## src/rtl/handheld_console_timer_defines.svh

```systemverilog
// Assertion macros for the handheld console timer.
// Included by hct_core, the RTL file that carries concurrent assertions; depends on nothing else.
`ifndef HANDHELD_CONSOLE_TIMER_DEFINES_SVH
`define HANDHELD_CONSOLE_TIMER_DEFINES_SVH

`ifndef SYNTHESIS

// Checked property with the active-low reset as a disable condition.
`define HCT_ASSERT(label, clk, rst_n, prop) \
    label: assert property (@(posedge clk) disable iff (!rst_n) prop) \
        else $error("handheld_console_timer: assertion failed");

// Checked property that also holds during reset.
`define HCT_ASSERT_ALWAYS(label, clk, prop) \
    label: assert property (@(posedge clk) prop) \
        else $error("handheld_console_timer: assertion failed");

`else

`define HCT_ASSERT(label, clk, rst_n, prop)
`define HCT_ASSERT_ALWAYS(label, clk, prop)

`endif

`endif

```

## src/rtl/hct_pkg.sv

```systemverilog
// Shared types and constants for the handheld console timer.
// Used by hct_core and handheld_console_timer; depends on nothing else.
`timescale 1ns / 1ps

package hct_pkg;

    // Bus command codes.
    localparam logic [1:0] CMD_TICK  = 2'd0;
    localparam logic [1:0] CMD_WRITE = 2'd1;
    localparam logic [1:0] CMD_READ  = 2'd2;

    // Register select codes.
    localparam logic [1:0] SEL_DIV  = 2'd0;
    localparam logic [1:0] SEL_TIMA = 2'd1;
    localparam logic [1:0] SEL_TMA  = 2'd2;
    localparam logic [1:0] SEL_TAC  = 2'd3;

    // Divider value after reset.
    localparam logic [15:0] DIV_START_RESET = 16'hABC8;

    // Bits that read back as ones above the control field.
    localparam logic [7:0] TAC_READ_FILL = 8'hF8;

    // Reload sequence after a counter overflow.
    typedef enum logic [2:0] {
        PH_NONE = 3'b001,
        PH_OVF  = 3'b010,
        PH_IRQ  = 3'b100
    } hct_phase_t;

    // One input item.
    typedef struct packed {
        logic [1:0] cmd;
        logic [1:0] reg_sel;
        logic [7:0] write_data;
    } hct_item_t;

    // One result item.
    typedef struct packed {
        logic [7:0] read_data;
        logic       timer_irq;
    } hct_result_t;

    // Divider bit watched for each rate code.
    function automatic logic [3:0] rate_bit(input logic [1:0] rate);
        logic [3:0] bit_idx;
        unique case (rate)
            2'd0:    bit_idx = 4'd9;
            2'd1:    bit_idx = 4'd3;
            2'd2:    bit_idx = 4'd5;
            default: bit_idx = 4'd7;
        endcase
        return bit_idx;
    endfunction

endpackage

```

## src/rtl/hct_core.sv

```systemverilog
// Timer state registers and the combinational update for one item.
// Depends on hct_pkg and handheld_console_timer_defines.svh.
`timescale 1ns / 1ps
`include "handheld_console_timer_defines.svh"

module hct_core
    import hct_pkg::*;
#(
    parameter int CLOCKS_PER_TICK = 4
) (
    input  logic          aclk,
    input  logic          aresetn,
    input  logic          exec,
    input  hct_item_t     item,
    input  logic          cfg_we,
    input  logic [15:0]   cfg_data,
    output hct_result_t   result
);

    logic [15:0] div_reg,   div_next;
    logic [7:0]  tima_reg,  tima_next;
    logic [7:0]  tma_reg,   tma_next;
    logic [2:0]  tac_reg,   tac_next;
    logic        prev_reg,  prev_next;
    hct_phase_t  phase_reg, phase_next;

    logic [15:0] div_step;
    logic        tap_bit;
    logic [7:0]  rd_byte;
    logic        irq;

    // Next state for the item being executed.
    always_comb begin
        div_next   = div_reg;
        tima_next  = tima_reg;
        tma_next   = tma_reg;
        tac_next   = tac_reg;
        prev_next  = prev_reg;
        phase_next = phase_reg;
        rd_byte    = '0;
        irq        = 1'b0;
        div_step   = div_reg;
        tap_bit    = 1'b0;
        if (exec) begin
            unique case (item.cmd)
                CMD_TICK: begin
                    // A pending overflow reloads from modulo and raises the interrupt.
                    unique case (phase_reg)
                        PH_OVF: begin
                            tima_next  = tma_reg;
                            irq        = 1'b1;
                            phase_next = PH_IRQ;
                        end
                        default: begin
                            phase_next = PH_NONE;
                        end
                    endcase
                    // The clock steps of one machine cycle, unrolled.
                    for (int i = 0; i < CLOCKS_PER_TICK; i++) begin
                        div_step = div_reg + 16'(i + 1);
                        tap_bit  = tac_reg[2] && div_step[rate_bit(tac_reg[1:0])];
                        if (prev_next && !tap_bit) begin
                            if (tima_next == 8'hFF) begin
                                tima_next  = '0;
                                phase_next = PH_OVF;
                            end else begin
                                tima_next = tima_next + 8'd1;
                            end
                        end
                        prev_next = tap_bit;
                    end
                    div_next = div_reg + 16'(CLOCKS_PER_TICK);
                end
                CMD_WRITE: begin
                    unique case (item.reg_sel)
                        SEL_DIV: begin
                            div_next = '0;
                        end
                        SEL_TIMA: begin
                            // An overflow not yet reloaded is cancelled; the reload
                            // window itself ignores the write.
                            if (phase_reg == PH_OVF) begin
                                tima_next  = item.write_data;
                                phase_next = PH_NONE;
                            end else if (phase_reg != PH_IRQ) begin
                                tima_next = item.write_data;
                            end
                        end
                        SEL_TMA: begin
                            tma_next = item.write_data;
                            if (phase_reg == PH_IRQ) begin
                                tima_next = item.write_data;
                            end
                        end
                        default: begin
                            // Disabling while the watched bit is high counts one edge.
                            tac_next = item.write_data[2:0];
                            if (prev_reg && !item.write_data[2]) begin
                                if (tima_reg == 8'hFF) begin
                                    tima_next  = '0;
                                    phase_next = PH_OVF;
                                end else begin
                                    tima_next = tima_reg + 8'd1;
                                end
                                prev_next = 1'b0;
                            end
                        end
                    endcase
                end
                CMD_READ: begin
                    unique case (item.reg_sel)
                        SEL_DIV:  rd_byte = div_reg[15:8];
                        SEL_TIMA: rd_byte = tima_reg;
                        SEL_TMA:  rd_byte = tma_reg;
                        default:  rd_byte = TAC_READ_FILL | {5'd0, tac_reg};
                    endcase
                end
                default: begin
                    rd_byte = '0;
                end
            endcase
        end
    end

    assign result.read_data = rd_byte;
    assign result.timer_irq = irq;

    // Timer state; a configuration write reloads the divider and holds all other state.
    always_ff @(posedge aclk) begin
        if (!aresetn) begin
            div_reg   <= DIV_START_RESET;
            tima_reg  <= '0;
            tma_reg   <= '0;
            tac_reg   <= '0;
            prev_reg  <= 1'b0;
            phase_reg <= PH_NONE;
        end else if (cfg_we) begin
            div_reg <= cfg_data;
        end else begin
            div_reg   <= div_next;
            tima_reg  <= tima_next;
            tma_reg   <= tma_next;
            tac_reg   <= tac_next;
            prev_reg  <= prev_next;
            phase_reg <= phase_next;
        end
    end

    // The interrupt comes only from a tick that finds an overflow pending.
    `HCT_ASSERT(a_irq_source, aclk, aresetn, irq |-> (exec && item.cmd == CMD_TICK && phase_reg == PH_OVF))

    // After raising the interrupt the counter sits in the reload window, or has
    // overflowed again when the reloaded value wrapped within the same tick.
    `HCT_ASSERT(a_irq_window, aclk, aresetn, (irq && !cfg_we) |=> (phase_reg != PH_NONE))

    // Reads are the only items that return a nonzero byte.
    `HCT_ASSERT(a_rd_only_read, aclk, aresetn, (rd_byte != 8'd0) |-> (exec && item.cmd == CMD_READ))

    // A divider write clears the whole divider.
    `HCT_ASSERT(a_div_clear, aclk, aresetn, (exec && !cfg_we && item.cmd == CMD_WRITE && item.reg_sel == SEL_DIV) |=> (div_reg == 16'd0))

endmodule

```

## src/rtl/handheld_console_timer.sv

```systemverilog
// Top level of the handheld console timer: stream ports, input and result registers.
// Depends on hct_pkg and hct_core.
`timescale 1ns / 1ps
//
//  Channel   Direction  Handshake              Payload
//  s_        in         s_tvalid / s_tready    s_tdata: write_data; s_tuser: cmd, reg_sel
//  m_        out        m_tvalid / m_tready    m_tdata: read_data;  m_tuser: timer_irq
//  cfg_      in         cfg_valid / cfg_ready  cfg_data: divider start value
//
//  Each item passes through the input register, the combinational timer update and
//  the result register, and one item is accepted in every cycle while m_tready is high.
//  The rate is set by the combinational state update in hct_core, which unrolls all
//  clock steps of a machine cycle into one pass.
//  Reset is synchronous on aresetn; the divider starts at 0xABC8 and cfg writes reload it.
//  With m_tready low and a result held, the input register takes one more item if empty.

module handheld_console_timer
    import hct_pkg::*;
#(
    parameter int CLOCKS_PER_TICK = 4
) (
    input  logic        aclk,
    input  logic        aresetn,
    input  logic        s_tvalid,
    output logic        s_tready,
    input  logic [7:0]  s_tdata,    // [7:0] write_data
    input  logic [3:0]  s_tuser,    // [1:0] cmd, [3:2] reg_sel
    output logic        m_tvalid,
    input  logic        m_tready,
    output logic [7:0]  m_tdata,    // [7:0] read_data
    output logic [0:0]  m_tuser,    // [0] timer_irq
    input  logic        cfg_valid,
    output logic        cfg_ready,
    input  logic [15:0] cfg_data
);

    hct_item_t   item_reg;
    logic        item_valid_reg;
    logic [7:0]  rd_reg;
    logic        irq_reg;
    logic        m_valid_reg;
    logic        advance;
    logic        exec;
    hct_result_t result;

    // Handshake: the result register frees up when empty or taken.
    assign advance   = !m_valid_reg || m_tready;
    assign exec      = item_valid_reg && advance;
    assign s_tready  = !item_valid_reg || advance;
    assign cfg_ready = 1'b1;

    // Valid flags of the two register stages.
    always_ff @(posedge aclk) begin
        if (!aresetn) begin
            item_valid_reg <= 1'b0;
            m_valid_reg    <= 1'b0;
        end else begin
            if (s_tready) begin
                item_valid_reg <= s_tvalid;
            end
            if (advance) begin
                m_valid_reg <= item_valid_reg;
            end
        end
    end

    // Input item register.
    always_ff @(posedge aclk) begin
        if (s_tvalid && s_tready) begin
            item_reg.cmd        <= s_tuser[1:0];
            item_reg.reg_sel    <= s_tuser[3:2];
            item_reg.write_data <= s_tdata;
        end
    end

    // Result register.
    always_ff @(posedge aclk) begin
        if (exec) begin
            rd_reg  <= result.read_data;
            irq_reg <= result.timer_irq;
        end
    end

    hct_core #(
        .CLOCKS_PER_TICK (CLOCKS_PER_TICK)
    ) u_core (
        .aclk     (aclk),
        .aresetn  (aresetn),
        .exec     (exec),
        .item     (item_reg),
        .cfg_we   (cfg_valid && cfg_ready),
        .cfg_data (cfg_data),
        .result   (result)
    );

    assign m_tvalid   = m_valid_reg;
    assign m_tdata    = rd_reg;
    assign m_tuser[0] = irq_reg;

endmodule

```

## config.mk

```make
export PLATFORM = sky130hd
export DESIGN_NAME = handheld_console_timer
export DESIGN_NICKNAME = d
export VERILOG_FILES = /design/src/rtl/hct_pkg.sv /design/src/rtl/hct_core.sv /design/src/rtl/handheld_console_timer.sv
export VERILOG_INCLUDE_DIRS = /design/src /design/src/rtl
export SDC_FILE = /design/constraint.sdc
export NUM_CORES = 1
export LEC_CHECK = 0
export BUFFER_PORTS_ARGS = -buffer_cell sky130_fd_sc_hd__buf_4
export CORE_MARGIN = 2
export CORE_UTILIZATION = 45
export CTS_CLUSTER_SIZE = 12
export DETAILED_ROUTE_END_ITERATION = 8
export GPL_ROUTABILITY_DRIVEN = 0
export PLACE_DENSITY = 0.6
export SLEW_MARGIN = 10
export SYNTH_ARGS = -nofsm -noshare
export SYNTH_HDL_FRONTEND = slang
export SYNTH_HIERARCHICAL = 1
export SYNTH_SLANG_ARGS = --single-unit
```

## constraint.sdc

```tcl
create_clock -name aclk -period 12.6 [get_ports aclk]
set_input_delay 3.15 -clock aclk [delete_from_list [all_inputs] [get_ports aclk]]
set_output_delay 3.15 -clock aclk [all_outputs]
set_load 0.05 [all_outputs]
```

After elaboration in Yosys (flattened, before gate mapping) --
Cells that the tools add are included.
Storage, ports and cells: flip-flop bits (word level) 62, input port bits 33, output and inout bits 12, word-level logic and storage cells 144
Cells by class: add/sub/neg operators 9, $lt $le $gt $ge 1, equality and inequality tests 25, mux-type cells 60, bitwise operators 2, reduce and logical (&&, ||, !) cells 34
Operators with widths (number):
- 2-to-1 mux 8 bit | 22
- 2-to-1 mux 16 bit | 3
- one-hot mux 8 bit (3 select lines) | 2
- 2-to-1 mux 3 bit | 14
- adder 8 x 1 -> 8 bit (second input constant) | 5
- == test 8 bit (second input constant) | 5
- adder 16 x 2 -> 16 bit (second input constant) | 2
- one-hot mux 16 bit (2 select lines) | 1
- adder 16 x 1 -> 16 bit (second input constant) | 1
- adder 16 x 3 -> 16 bit (second input constant) | 1
- binary-select mux 1 bit (select 4 bit) | 4
- one-hot mux 8 bit (2 select lines) | 1
- AND reduction 7 bit | 2
- one-hot mux 3 bit (2 select lines) | 2
- one-hot mux 4 bit (3 select lines) | 1
- logical AND 1 bit | 11
- inequality test 3 x 2 -> 1 bit (second input constant) | 3
- 2-to-1 mux 4 bit | 2
- AND reduction 4 bit | 2
- logical NOT 1 bit | 7
- 2-to-1 mux 1 bit | 7
- == test 2 x 1 -> 1 bit (second input constant) | 3
- == test 2 bit (second input constant) | 3
- logical NOT 2 bit | 3
- other kinds (18) | 24

Logic depth before layout (Yosys ltp) --
depth after elaboration 26, depth in mapped cells 28, depth with buffers taken out 24

Modules after synthesis --
The synthesis kept the hierarchy.
Modules (own cells, without submodules):
- hct_core | instances 1, cells an instance 596, area each 4265.3 um^2, seq. area each 780.7 um^2
- handheld_console_timer | instances 1, cells an instance 32, area each 745.7 um^2, seq. area each 670.6 um^2

Worst setup path before layout --
OpenSTA, ideal clock, no wires.
kind input-to-output, from input m_tready, to output s_tready, arrival 3388 ps, data required time 9450 ps, setup slack 6062 ps, stages 1, buffers on the path 0, path through nand3b_4
Between the ends: longest elaborated chain between the ends 2
Ends and longest elaborated chain:
- start: declaration | line handheld_console_timer.sv:29 | input logic m_tready,
- logical OR 1 bit | line handheld_console_timer.sv:47 | assign advance = !m_valid_reg || m_tready;
- logical OR 1 bit | line handheld_console_timer.sv:49 | assign s_tready = !item_valid_reg || advance;
- end: declaration | line handheld_console_timer.sv:25 | output logic s_tready,
No other way between the ends.

Final worst setup path --
Ends and elaborated chain as after synthesis.

==> results.yml <==
global_route:
  antenna_found_initial: 0
  first_global_vias: 4605
  grt.overflow.total: 0
  grt_pass1_wl_um: 23500
  grt_usage_pct: 25.2
  grt_max_degree: 48
sta:
  finalCritPeriodShare_pct: 53.6
  drv_slew: 0
  fmax_mhz: 148
  rsz0062_at_grt: "false"
  max-slew-margin-rel_pct: 28.3
  hold_viol_final: 0
  tns_ps: 0
  tightest_slew_ps: 1080
  period_minus_slack_ps: 6760
  finalSetupViolations: 0
  clock_skew_ps: 8.56
final_layout:
  largest_reg_flops: 16
  drive_gt1_share_pct: 13.5
  postLayoutCoreUtil_pct: 51.3
  num_antenna_cells: 0
  fin_nets: 684
  area_delta_synth_final_pct: 11.0
synthesis:
  synth_top_cells_by_area: "dfxtp_1, edfxtp_1, nand2_1"
  synth_ff_type: "dfxtp_1"
  netlist_top_cells_count: "nand2_1, nor2_1, dfxtp_1, a21oi_1, clkbuf_1"
  ys_seq_elements: 62
  ys_warn_count: 6
  ys_async_sr_fraction_pct: 0
  synth_seq_area_share_pct: 29.0
  synth_area_sq_um: 5010
  avgSynthCellArea_sq_um: 7.98
  synth-edff-count: 21
  yosysTopAreaCellShare_pct: 16.4
  yosysTopAreaCell: "dfxtp_1"
  yosysMostFrequentCell: "nand2_1"
  syn_nets: 671
  syn_inst: 628
  synth.distinct_cells: 85
worst_setup_path:
  r2r_cells: 24
  crit_fanout: 2
  reg2reg_to: "u_core/tima_reg[6]"
  end_kind: "primary output"
  critPathKind: "primary input to primary output"
  cp.arrival_ps: 3610
  crit_path_top_delay_cell: "buf_4"
  crit_chain: "buf_4 -> nand3b_4 -> buf_4"
  critPathRequiredTime_ps: 9450
  crit_top_cell: "buf_4"
  max_stage_delay_ps: 190
  worstReg2RegStart: "u_core/phase_reg[1]"
  startpoint_type: "primary input"
  regToRegSetupSlack_ps: 6520
die:
  die-area_sq_um: 12000
  start_util_pct: 46.2
  die_w_um: 110
  ios: 45
  fp-row-count: 38
  core_area_sq_um: 10800
  die_y_um: 110
worst_hold_path:
  hold_depth: 2
  worstHoldStart: "u_core/phase_reg[2]"
  hold_end: "u_core/phase_reg[2]"
  min_path_type: "register to register"
cts:
  cts_sinks: 62
  cts_resized: 0
  clkTransAtPathRegs_ps: 60
  tritoncts.num_buffers: 9
  cts.htree.levels: 3
  postCtsSetupBuffers: 0
  cts_tree: "done"
  clk_path_buf_depth: 2
  cts_root_buf: "clkbuf_8"
  clock_latency_ps: 340
  hold_buffers: 0
routing:
  remaining_drc_errors: 0
  wire_per_inst_um: 18.1
  drt_iter0_drc: 434
  drt_pass1_iterations: 5
  drtAntennaViolNets: 0
  vias_per_cell: 6.17
  wirelength_um: 14200
  vias: 4850
placed_design:
  dp_hpwl_um: 10400
  numPortBuffers: 43
pwr:
  leakagePower_nw: 2.09
  ir_drop_mv: 0.0716
  p_per_area_nw_per_um2: 86.9
run_status:
  status: "finished, final reports clean"
flow_run:
  cap_violations: 0
-- layout by cell type (no fill, tap or decap), types with 4 or more instances in the layout --
master | synthesis | final
nor2_1 | 62 | 62
mux2_2 | 5 | 5
ha_1 | 10 | 10
nand3_1 | 30 | 30
o2111ai_1 | 7 | 7
edfxtp_1 | 21 | 21
clkbuf_8 | 0 | 10
and4_1 | 4 | 4
o31ai_1 | 6 | 6
nor4_1 | 5 | 5
nand4_1 | 16 | 16
o21ai_0 | 31 | 31
nand2b_1 | 9 | 9
mux2i_1 | 18 | 18
dfxtp_1 | 41 | 41
and3_1 | 9 | 9
o31a_1 | 4 | 4
a21oi_1 | 36 | 36
buf_4 | 3 | 47
a21boi_0 | 7 | 7
xor2_1 | 10 | 10
and2_1 | 8 | 8
a31oi_1 | 15 | 15
o211ai_1 | 6 | 6
nand2_1 | 73 | 73
nor3_1 | 10 | 10
xnor2_1 | 19 | 19
inv_1 | 9 | 9
nor2b_1 | 17 | 17
a22oi_1 | 9 | 9
o21a_1 | 5 | 5
-- critical path, delay by kind of cell --
kind	cells	cell delay [ps]
buf+inv	2	310
simple gates	1	140
-- how the worst max path moves through the flow --
stage,start,endpoint,slack [ps]
final,m_tready,s_tready,5840
after global routing,m_tready,s_tready,5830
after CTS,m_tready,s_tready,5840
after detailed placement,m_tready,s_tready,5840
after global placement,m_tready,s_tready,5840
after floorplan,m_tready,s_tready,6060
-- kinds of logic after synthesis --
family,share of synthesized area [%]
other,0.0748
buffers and inverters,4.57
AOI/OAI and AO/OA,24.2
and+or+nand+nor,28.1
muxes,6.49
adders and majority gates,2.50
DFF,29.0
xor gates and xnor gates,5.07
-- stage by stage --
step                cells  power, mW  area (sq um)  hold slack [ps]  worst slack, ps
CTS                   786      0.488          5560              527             5840
floorplan             628      0.273          5010              483             6060
finish                786      0.483          5560              526             5840
global route          786      0.504          5560              562             5830
detailed placement    770      0.295          5340              518             5840
global placement      770      0.294          5340              511             5840
-- power breakdown --
part / total, mW / internal, mW / switching, mW
Combinational: 0.0641 / 0.0266 / 0.0375
Clock: 0.191 / 0.116 / 0.0752
Sequential: 0.228 / 0.215 / 0.0124
-- routing by layer --
layer	part of all wire, %	routed length (um)	track usage [%]
met4	2.3	325	9.58
met5	0	0	0
met3	5.3	750	3.26
met1	46	6580	34.5
met2	46	6590	40.3
-- layout make-up --
class / instances / area (sq um)
clock buffers: 12 / 145
fillers: 1072 / 5280
clock inverters: 4 / 71.3
well taps: 140 / 175
repair buffers: 47 / 353
multi-input cells: 512 / 3330
flip-flops and latches: 62 / 1450
inverters: 9 / 33.8
(Power assumes the default switching activity.)
